--- src/hdl/gwch_pkg.sv ---
`timescale 1ns / 1ps
package gwch_pkg;

  localparam int MAX_POINTS_DEF = 64;
  localparam int COORD_BITS_DEF = 16;
  localparam int ANGLE_BITS_DEF = 16;
  localparam int IDX_BITS = 6;

  typedef struct packed {
    logic signed [15:0] x_coord;
    logic signed [15:0] y_coord;
    logic               last_point;
  } in_word_t;

  typedef struct packed {
    logic [5:0] hull_index;
    logic       end_of_hull;
    logic       wrap_error;
  } out_word_t;

  // controller to datapath
  typedef struct packed {
    logic load;        // write input point at count
    logic clr_count;
    logic scan_init;   // start index scan, j = 0
    logic scan_step;   // compare y of read point
    logic set_cur;     // current <= start, heading <= 0
    logic rd_cur;      // address current point
    logic cap_cur;     // latch current point
    logic cordic_go;   // start angle of candidate j
    logic cand_init;   // clear best search
    logic cand_take;   // fold cordic result into best
    logic advance;     // current <= best, heading <= best theta
    logic j_inc;
  } dp_cmd_t;

  // datapath to controller
  typedef struct packed {
    logic       count_full;
    logic       j_last;      // j == n-1
    logic       j_is_cur;
    logic       cordic_done;
    logic       found;
    logic       best_is_start;
    logic       cnt_ge_n;
  } dp_sts_t;

  // atan(2^-i), 32-bit binary angle
  function automatic logic [31:0] atan_lut(input logic [4:0] i);
    logic [31:0] r;
    case (i)
      5'd0:  r = 32'h20000000;  5'd1:  r = 32'h12E4051E;
      5'd2:  r = 32'h09FB385B;  5'd3:  r = 32'h051111D4;
      5'd4:  r = 32'h028B0D43;  5'd5:  r = 32'h0145D7E1;
      5'd6:  r = 32'h00A2F61E;  5'd7:  r = 32'h00517C55;
      5'd8:  r = 32'h0028BE53;  5'd9:  r = 32'h00145F2F;
      5'd10: r = 32'h000A2F98;  5'd11: r = 32'h000517CC;
      5'd12: r = 32'h00028BE6;  5'd13: r = 32'h000145F3;
      5'd14: r = 32'h0000A2FA;  5'd15: r = 32'h0000517D;
      5'd16: r = 32'h000028BE;  5'd17: r = 32'h0000145F;
      5'd18: r = 32'h00000A30;  5'd19: r = 32'h00000518;
      5'd20: r = 32'h0000028C;  5'd21: r = 32'h00000146;
      5'd22: r = 32'h000000A3;  5'd23: r = 32'h00000051;
      default: r = 32'h0;
    endcase
    return r;
  endfunction

endpackage

--- src/hdl/gwch_ram.sv ---
`timescale 1ns / 1ps
module gwch_ram #(
  parameter int WIDTH = 16,
  parameter int DEPTH = 64
) (
  input  logic                     clk,
  input  logic                     we,
  input  logic [$clog2(DEPTH)-1:0] waddr,
  input  logic [WIDTH-1:0]         wdata,
  input  logic [$clog2(DEPTH)-1:0] raddr,
  output logic [WIDTH-1:0]         rdata
);
  logic [WIDTH-1:0] mem [DEPTH];

  always_ff @(posedge clk) begin
    if (we) mem[waddr] <= wdata;
    rdata <= mem[raddr];
  end
endmodule

--- src/hdl/gwch_cordic.sv ---
`timescale 1ns / 1ps
// Iterative CORDIC vectoring: one micro-rotation per cycle.
module gwch_cordic #(
  parameter int COORD_BITS = 16,
  parameter int ANGLE_BITS = 16
) (
  input  logic                  clk,
  input  logic                  rst,
  input  logic                  go,
  input  logic [COORD_BITS:0]   dx,
  input  logic [COORD_BITS:0]   dy,
  output logic                  done,
  output logic [ANGLE_BITS-1:0] theta
);
  // dx,dy span COORD_BITS+1; after negation and gain growth keep 3 more
  localparam int W = COORD_BITS + 4;
  localparam int IW = $clog2(ANGLE_BITS + 1);

  logic signed [W-1:0] x, y;
  logic [31:0]         z;
  logic [IW-1:0]       it;
  logic                busy;

  logic signed [W-1:0] sdx, sdy, xs, ys;
  logic [31:0]         zr;

  assign sdx = W'(signed'(dx));
  assign sdy = W'(signed'(dy));
  assign xs  = x >>> it;
  assign ys  = y >>> it;
  assign zr  = z + (32'd1 << (31 - ANGLE_BITS));
  assign theta = zr[31 -: ANGLE_BITS];

  always_ff @(posedge clk) begin
    if (rst) begin
      busy <= 1'b0;
      done <= 1'b0;
    end else begin
      done <= 1'b0;
      if (go) begin
        busy <= 1'b1;
        it   <= '0;
        if (sdx < 0) begin
          x <= -sdx; y <= -sdy; z <= 32'h80000000;
        end else begin
          x <= sdx;  y <= sdy;  z <= 32'h0;
        end
      end else if (busy) begin
        if (y == 0 || it == IW'(ANGLE_BITS)) begin
          busy <= 1'b0;
          done <= 1'b1;
        end else begin
          it <= it + 1'b1;
          if (y > 0) begin
            x <= x + ys; y <= y - xs; z <= z + gwch_pkg::atan_lut(5'(it));
          end else begin
            x <= x - ys; y <= y + xs; z <= z - gwch_pkg::atan_lut(5'(it));
          end
        end
      end
    end
  end
endmodule

--- src/hdl/gwch_datapath.sv ---
`timescale 1ns / 1ps
module gwch_datapath #(
  parameter int MAX_POINTS = 64,
  parameter int COORD_BITS = 16,
  parameter int ANGLE_BITS = 16
) (
  input  logic                 clk,
  input  logic                 rst,
  input  gwch_pkg::in_word_t   in_word,
  input  gwch_pkg::dp_cmd_t    cmd,
  output gwch_pkg::dp_sts_t    sts,
  output logic [5:0]           start_idx,
  output logic [5:0]           best_idx
);
  localparam int AW = $clog2(MAX_POINTS);
  localparam int CW = $clog2(MAX_POINTS + 1);

  logic [CW-1:0] count, n, j, cnt;
  logic [AW-1:0] cur, start, best, raddr;
  logic [ANGLE_BITS-1:0] heading, best_turn, best_theta, theta, turn;
  logic found;
  logic [COORD_BITS-1:0] rx, ry, cx, cy, min_y;
  logic cdone;

  // point store
  gwch_ram #(.WIDTH(COORD_BITS), .DEPTH(MAX_POINTS)) u_xram (
    .clk, .we(cmd.load), .waddr(count[AW-1:0]),
    .wdata(COORD_BITS'(in_word.x_coord)), .raddr, .rdata(rx));
  gwch_ram #(.WIDTH(COORD_BITS), .DEPTH(MAX_POINTS)) u_yram (
    .clk, .we(cmd.load), .waddr(count[AW-1:0]),
    .wdata(COORD_BITS'(in_word.y_coord)), .raddr, .rdata(ry));

  assign raddr = cmd.rd_cur ? cur : j[AW-1:0];

  gwch_cordic #(.COORD_BITS(COORD_BITS), .ANGLE_BITS(ANGLE_BITS)) u_cordic (
    .clk, .rst, .go(cmd.cordic_go),
    .dx((COORD_BITS+1)'(signed'(rx)) - (COORD_BITS+1)'(signed'(cx))),
    .dy((COORD_BITS+1)'(signed'(ry)) - (COORD_BITS+1)'(signed'(cy))),
    .done(cdone), .theta);

  assign turn = theta - heading;

  always_ff @(posedge clk) begin
    if (rst) begin
      count <= '0; n <= '0; j <= '0; cnt <= '0; cur <= '0; start <= '0;
      heading <= '0; found <= 1'b0; best <= '0;
    end else begin
      // set size includes the last point when it was stored
      if (cmd.clr_count) begin
        n <= count + CW'(cmd.load); count <= '0;
      end else if (cmd.load) begin
        count <= count + 1'b1;
      end
      if (cmd.scan_init) begin
        j <= '0; start <= '0;
      end
      if (cmd.scan_step) begin
        if (j == 0 || $signed(ry) < $signed(min_y)) begin
          start <= j[AW-1:0]; min_y <= ry;
        end
      end
      if (cmd.set_cur) begin
        cur <= start; heading <= '0; cnt <= CW'(1);
      end
      if (cmd.cap_cur) begin
        cx <= rx; cy <= ry;
      end
      if (cmd.cand_init) begin
        found <= 1'b0; j <= '0;
      end
      if (cmd.cand_take && (!found || turn < best_turn)) begin
        found <= 1'b1; best <= j[AW-1:0]; best_turn <= turn; best_theta <= theta;
      end
      if (cmd.j_inc) j <= j + 1'b1;
      if (cmd.advance) begin
        cur <= best; heading <= best_theta; cnt <= cnt + 1'b1;
      end
    end
  end

  always_comb begin
    sts.count_full    = (count == CW'(MAX_POINTS));
    sts.j_last        = (j == n - 1'b1);
    sts.j_is_cur      = (j[AW-1:0] == cur);
    sts.cordic_done   = cdone;
    sts.found         = found;
    sts.best_is_start = (best == start);
    sts.cnt_ge_n      = (cnt >= n);
  end

  assign start_idx = 6'(start);
  assign best_idx  = 6'(best);
endmodule

--- src/hdl/gwch_ctrl.sv ---
`timescale 1ns / 1ps
module gwch_ctrl (
  input  logic                clk,
  input  logic                rst,
  input  logic                in_valid,
  output logic                in_ready,
  input  logic                in_last,
  output logic                out_valid,
  input  logic                out_ready,
  output gwch_pkg::out_word_t out_data,
  input  logic [5:0]          start_idx,
  input  logic [5:0]          best_idx,
  input  gwch_pkg::dp_sts_t   sts,
  output gwch_pkg::dp_cmd_t   cmd
);
  typedef enum logic [3:0] {
    S_LOAD, S_SCAN_RD, S_SCAN, S_EMIT0, S_CUR_RD, S_CUR, S_CAND,
    S_CAND_RD, S_CORDIC, S_DECIDE, S_EMIT, S_DRAIN
  } state_t;

  state_t              state;
  gwch_pkg::out_word_t hold;   // vertex word waiting for the next wrap step
  logic                accept;
  logic                close;
  logic                slot_free;
  logic                send;

  assign in_ready  = (state == S_LOAD);
  assign accept    = in_valid && in_ready;
  assign close     = !sts.found || sts.best_is_start || sts.cnt_ge_n;
  assign slot_free = !out_valid || out_ready;
  assign send      = slot_free && ((state == S_DECIDE && !close) || state == S_DRAIN);

  always_comb begin
    cmd = '0;
    cmd.load      = accept && !sts.count_full;
    cmd.clr_count = accept && in_last;
    unique case (state)
      S_LOAD:    cmd.scan_init = accept && in_last;
      S_SCAN_RD: ;
      S_SCAN:    begin cmd.scan_step = 1'b1; cmd.j_inc = !sts.j_last; end
      S_EMIT0:   ;
      S_CUR_RD:  cmd.rd_cur = 1'b1;
      S_CUR:     begin cmd.cap_cur = 1'b1; cmd.cand_init = 1'b1; end
      S_CAND:    ;
      S_CAND_RD: cmd.cordic_go = 1'b1;
      S_CORDIC:  begin
        cmd.cand_take = sts.cordic_done;
        cmd.j_inc     = sts.cordic_done && !sts.j_last;
      end
      S_DECIDE:  ;
      S_EMIT:    ;
      S_DRAIN:   ;
      default:   ;
    endcase
    if (state == S_EMIT0) cmd.set_cur = 1'b1;
    if (state == S_CAND && sts.j_is_cur && !sts.j_last) cmd.j_inc = 1'b1;
    if (state == S_DECIDE && !close && slot_free) cmd.advance = 1'b1;
  end

  always_ff @(posedge clk) begin
    if (rst) begin
      state     <= S_LOAD;
      out_valid <= 1'b0;
    end else begin
      // output register: load the held word, else retire an accepted one
      if (send) begin
        out_valid <= 1'b1;
        out_data  <= hold;
      end else if (out_valid && out_ready) begin
        out_valid <= 1'b0;
      end
      unique case (state)
        S_LOAD: if (accept && in_last) state <= S_SCAN_RD;
        S_SCAN_RD: state <= S_SCAN;
        S_SCAN: if (sts.j_last) state <= S_EMIT0; else state <= S_SCAN_RD;
        S_EMIT0: begin
          // first vertex held until the wrap decides whether it is the last
          hold  <= '{hull_index: start_idx, end_of_hull: 1'b0, wrap_error: 1'b0};
          state <= S_CUR_RD;
        end
        S_CUR_RD: state <= S_CUR;
        S_CUR: state <= S_CAND;
        S_CAND: begin
          if (sts.j_is_cur) state <= sts.j_last ? S_DECIDE : S_CAND;
          else state <= S_CAND_RD;
        end
        S_CAND_RD: state <= S_CORDIC;
        S_CORDIC: if (sts.cordic_done) state <= sts.j_last ? S_DECIDE : S_CAND;
        S_DECIDE: begin
          if (close) begin
            // close the run on the held word
            hold.end_of_hull <= 1'b1;
            hold.wrap_error  <= sts.found && !sts.best_is_start;
            state <= S_DRAIN;
          end else if (slot_free) begin
            // held word goes out, the new vertex is held
            hold  <= '{hull_index: best_idx, end_of_hull: 1'b0, wrap_error: 1'b0};
            state <= S_EMIT;
          end
        end
        S_EMIT: state <= S_CUR_RD;
        S_DRAIN: if (slot_free) state <= S_LOAD;
        default: state <= S_LOAD;
      endcase
    end
  end
endmodule

--- src/hdl/gift_wrap_convex_hull_2d_unit.sv ---
`timescale 1ns / 1ps
// Gift-wrapping convex hull unit.
// Input channel: one point per word (x_coord, y_coord, last_point). Points
// are stored up to MAX_POINTS; extra points are dropped. A word with
// last_point set starts the wrap over the stored set.
// Output channel: hull vertex indices in wrap order; the last word carries
// end_of_hull, and wrap_error if the wrap failed to close.
// Loading accepts one point per cycle; the lowest-y scan then reads and
// compares each point in turn. During a run the input is not ready.
// Each wrap step evaluates every other point with one iterative CORDIC,
// one candidate at a time, and a run of h vertices takes h such steps.
// Each vertex word is emitted one step later, once the next step knows
// whether it closes the hull; a stalled receiver holds the wrap before
// the next word. Reset empties the point set and clears the output.
module gift_wrap_convex_hull_2d_unit #(
  parameter int MAX_POINTS = gwch_pkg::MAX_POINTS_DEF,
  parameter int COORD_BITS = gwch_pkg::COORD_BITS_DEF,
  parameter int ANGLE_BITS = gwch_pkg::ANGLE_BITS_DEF
) (
  input  logic                clk,
  input  logic                rst,
  input  logic                in_valid,
  output logic                in_ready,
  input  gwch_pkg::in_word_t  in_data,
  output logic                out_valid,
  input  logic                out_ready,
  output gwch_pkg::out_word_t out_data
);
  gwch_pkg::dp_cmd_t cmd;
  gwch_pkg::dp_sts_t sts;
  logic [5:0] start_idx, best_idx;

  gwch_datapath #(.MAX_POINTS(MAX_POINTS), .COORD_BITS(COORD_BITS),
                  .ANGLE_BITS(ANGLE_BITS)) u_dp (
    .clk, .rst, .in_word(in_data), .cmd, .sts, .start_idx, .best_idx);

  gwch_ctrl u_ctrl (
    .clk, .rst, .in_valid, .in_ready, .in_last(in_data.last_point),
    .out_valid, .out_ready, .out_data, .start_idx, .best_idx, .sts, .cmd);
endmodule
--- config.mk ---
export PLATFORM = sky130hd
export DESIGN_NAME = gift_wrap_convex_hull_2d_unit
export DESIGN_NICKNAME = d
export VERILOG_FILES = /design/src/hdl/gwch_pkg.sv /design/src/hdl/gwch_ram.sv /design/src/hdl/gwch_cordic.sv /design/src/hdl/gwch_datapath.sv /design/src/hdl/gwch_ctrl.sv /design/src/hdl/gift_wrap_convex_hull_2d_unit.sv
export SDC_FILE = /design/constraint.sdc
export NUM_CORES = 2
export LEC_CHECK = 0
export BUFFER_PORTS_ARGS = -buffer_cell sky130_fd_sc_hd__buf_2
export CAP_MARGIN = 20
export CORE_MARGIN = 4
export CORE_UTILIZATION = 40
export CTS_BUF_LIST = sky130_fd_sc_hd__clkbuf_4
export DETAILED_ROUTE_END_ITERATION = 8
export GPL_ROUTABILITY_DRIVEN = 1
export GPL_TIMING_DRIVEN = 0
export SETUP_SLACK_MARGIN = 0.2
export SLEW_MARGIN = 20
export SYNTH_ARGS = -nofsm -noshare
export SYNTH_HDL_FRONTEND = slang
export SYNTH_SLANG_ARGS = --single-unit
--- constraint.sdc ---
create_clock -name clk -period 5.25 [get_ports clk]
set_input_delay 0.7875 -clock clk [delete_from_list [all_inputs] [get_ports clk]]
set_output_delay 0.7875 -clock clk [all_outputs]
set_load 0.1 [all_outputs]
==> results.txt <==
- Derived from the worst setup path, the maximum achievable clock frequency is 187 MHz.
- The final count of hold timing violations came to 0.
- The via count of the first global-routing pass came to 62524.
* Total routed wirelength: 295 mm
* Overall global routing resource usage: approximately 22%
- Of the available clock period, the critical path in the final layout requires 102%.
- EDFF count, synth: 2221
* Latest clock arrival within the worst-skew pair: 1.35 ns
* Outcome: finished with violations
- Unique cell type count in the Yosys netlist: 93
* Most common cell after layout, fill and taps aside: edfxtp_1
- Worst-path cell with the longest stage delay: mux4_2
* Remaining global-route overflow: 0
* Max transition margin: 24.6%
* Unrepaired setup endpoints after global routing: yes
- Final standard cell utilization of the core: 47.2%
* Dominant cells by area after synthesis: edfxtp_1 66%, mux4_2 12%, dfxtp_1 2.6%, ha_1 2.2%, nand2_1 1.6%
- Number of max-slew violations in the final report: 0
- Leading cell types in the layout, fill and taps excluded: 2221 x edfxtp_1, 905 x clkbuf_4, 548 x mux4_2
* Arrival time of data at the critical path endpoint: 6.26 ns
* Most frequent cell on the critical path: buf_6
- TritonCTS clock tree: built
- Summed over all cells, the static leakage comes to 0.0401 uW.
* Class of the most critical hold timing path: in -> reg
- Once routing completed, OpenROAD measured the worst setup slack at -0.0971 ns.
- Floorplan die height: a little over 500 um
* Final routed wire length divided by cell count: 27.3 um
- Number of warnings printed during yosys synthesis: 0
- Once layout is complete, the cells apart from fillers number ~11000.
* Class of the most critical setup path: reg -> reg
- The count of buffers added on input and output ports is 46.
- The final reports fail on negative setup slack.
* Final #Nets: slightly above 7000
- CP max stage delay: 0.53 ns
* Share of flip-flops with an asynchronous set or reset: 0%
- Final setup violation count: 4
* Core Box Area: 252000 um2
- Vias: 61767
- STA classifies the critical path endpoint as a flop.
- IR drop worst, VDD: 231 uV
- Post-synth top area cell: edfxtp_1
* Syn_nets: 6395
- The initial utilization of the core area, before any placement, comes to 40.4%.
- Pin count of the biggest net entering global routing: 65
- Iteration count of the initial detailed-routing pass: 6
- The signal on the critical path passes through buf_6 -> buf_12 -> buf_6 -> mux4_2 -> mux2_4 -> mux2_4 -> o31ai_4 -> nand4_1 -> or3_1 -> buf_6 -> o21ai_4 -> xor2_2 -> ha_1 -> and3_4 -> buf_6 -> a221oi_4 -> o21ai_2 -> a41oi_2 -> buf_4 -> nand2b_1 -> a21oi_2 -> xnor2_1 -> nor2_1 -> a21oi_1.
* Average via count per standard cell: 5.71
* Total design power: 37800 uW
* Minimum clock period: 5.35 ns
* Number of nets with antenna violations after routing: 0
- Max-cap violations in this run came to 0.
- The initial antenna violation count came to 28.
* Post-synth top area share: 65.6%
- CTS saw 2353 sinks.
- Clock Skews: 0.159 ns
- Of all nets on the critical path, the largest fanout is 5.
* Number of buffers created by CTS: 604
* Post-synthesis area per instance: 16.5 um2
- Layout overhead on the synthesized area: 17.0%
- Width of the chip: slightly above 500 um
- Syn Std Cell Area: 102000 um2
- Final weighted congestion in routability-driven placement: 0.929
* Number of flip-flops and latches in the synthesized netlist: 2353
* Critical path required time: roughly 6.2 ns
- Counting every instance in the synthesized netlist gives 6175.
- For this run, design rule violations remaining after detail routing come to 0.
* Cell area power density: about 320 nW/um2
* Share of the yosys chip area belonging to registers: 68.2%
* Nature of the critical path startpoint: flop
* Placement row count: 184
* Iteration-0 DRC count of the detailed router: 6605
- After detailed placement, the design holds a cell count of 9667.
* Number of top-level pins: 47
- Clock-pin slew was measured on the worst setup and hold paths at roughly 0.060 ns.
- The clock passes through at most 4 buffers.
- Wire length of the first global-routing pass: 426 mm
- Area of the die: ~260000 um2
- Detailed placement ended at an HPWL of 201 mm.
- Pre-CTS WS: -1.86 ns
- Top flip-flop cell by instance count after synthesis: edfxtp_1
- Htree depth: 6
- Setup total negative slack: -0.232 ns
- For the pin with the worst max-slew slack, the measured transition is ~1.1 ns.
* Ratio of cells with drive above 1 in the final layout: 29.2%
- Clock tree root buffer cell: clkbuf_4
logic make-up (layout without fill, tap and decap cells):
logic type      count (synthesis)  in the layout  share of synthesized area, %
compound gates               1024           1024                          6.68
mux                           629            629                          13.0
flops                        2353           2353                          68.2
simple gates                 1263           1263                          5.91
other cells                     0              9                             0
xor+xnor                      218            218                          1.88
fa+ha+maj                     183            183                          2.30
buf+inv                       505           1796                          2.03
layer usage:
layer	track usage, %	vias to the layer above	wire, um
li1	-	26777	-
met2	35.3	2863	140000
met5	0	-	60
met4	10.0	8	14100
met3	4.83	569	24600
met1	28.8	31550	116000
final timing paths:
check	startpoint	slack (ns)	cells past startpoint	endpoint
setup / recovery	u_dp.u_cordic.it[0]	-0.1	24	u_dp.u_cordic.y[14]
hold / removal	in_data[4]	0.16	1	u_dp.u_yram.mem[54][3]
setup reg to reg	u_dp.u_cordic.it[0]	-0.1	24	u_dp.u_cordic.y[14]
hold reg to reg	u_dp.u_cordic.busy	0.43	2	u_dp.u_cordic.done
sequential cells by signal, indices dropped and copies added (netlist names), 16 cells and up, named ones only:
signal and count:
u_dp.best_theta 16, u_dp.best_turn 16, u_dp.cx 16, u_dp.cy 16, u_dp.heading 16, u_dp.min_y 16, u_dp.u_cordic.x 20, u_dp.u_cordic.y 20
u_dp.u_cordic.z 32, u_dp.u_xram.mem 1024, u_dp.u_xram.rdata 16, u_dp.u_yram.mem 1024, u_dp.u_yram.rdata 16
power breakdown:
part           internal (uW)  switching, uW
Combinational            481            974
Clock                   8270           7440
Sequential             20600           40.9
Total                  29300           8460
what timing repair did:
| action | 4_1_cts | 5_1_grt |
|---|---|---|
| setup endpoints to repair | 132 | 87 |
| pin swaps | 48 | 59 |
| cloned | 4 | 1 |
| hold endpoints to repair | 712 | 0 |
| hold buffers | 33 | 0 |
| setup buffers | 58 | 36 |
| resized for setup | 213 | 128 |
cell usage after synthesis, types with 9 or more instances:
cell and n:
and2_1 144, o21a_1 25, o31ai_1 21, o21bai_1 13, a21oi_1 273, ha_1 177, inv_1 155, a31oi_1 98
o21ai_0 125, mux4_1 9, or3_1 31, or4_1 9, nor2_1 289, a21o_1 57, nand3_1 96, a211oi_1 198
mux2_2 20, o211ai_1 19, buf_2 83, nand3b_1 17, nand2b_1 42, xnor2_1 129, edfxtp_1 2221, o22ai_1 21
nand2_1 437, and3_1 26, nor2b_1 28, clkbuf_1 225, xor2_1 89, buf_1 31, or2_2 15, nor4_1 24
a22oi_1 9, dfxtp_1 132, mux2i_1 54, mux4_2 542, nor3_1 61, nand4_1 22, a311oi_1 77
worst max-delay path, delay by kind of cell, from the launching register on:
kind | cells | cell delay, ns
buffers and inverters | 6 | 0.82
muxes | 3 | 1.13
AOI/OAI and AO/OA | 7 | 1.10
DFF | 1 | 0.44
xor gates and xnor gates | 2 | 0.36
and+or+nand+nor | 5 | 0.86
adders and majority gates | 1 | 0.32
metrics by stage:
| step | hold slack [ns] | area (um2) |
|---|---|---|
| floorplan | 0.400 | 102000 |
| global placement | 0.423 | 106000 |
| detailed placement | 0.431 | 109000 |
| CTS | 0.00339 | 118000 |
| global route | 0.0810 | 119000 |
| finish | 0.158 | 119000 |
area by class of cell:
class | count | area [um2]
fillers | 21706 | 133000
flip-flops and latches | 2353 | 69300
repair buffers | 277 | 3600
plain buffers | 346 | 1640
clock buffers | 885 | 6640
clock inverters | 130 | 895
diodes | 9 | 22.5
well taps | 3348 | 4190
multi-input cells | 3317 | 32100
inverters | 158 | 606
No activity file was read; power rests on OpenSTA's default activity.
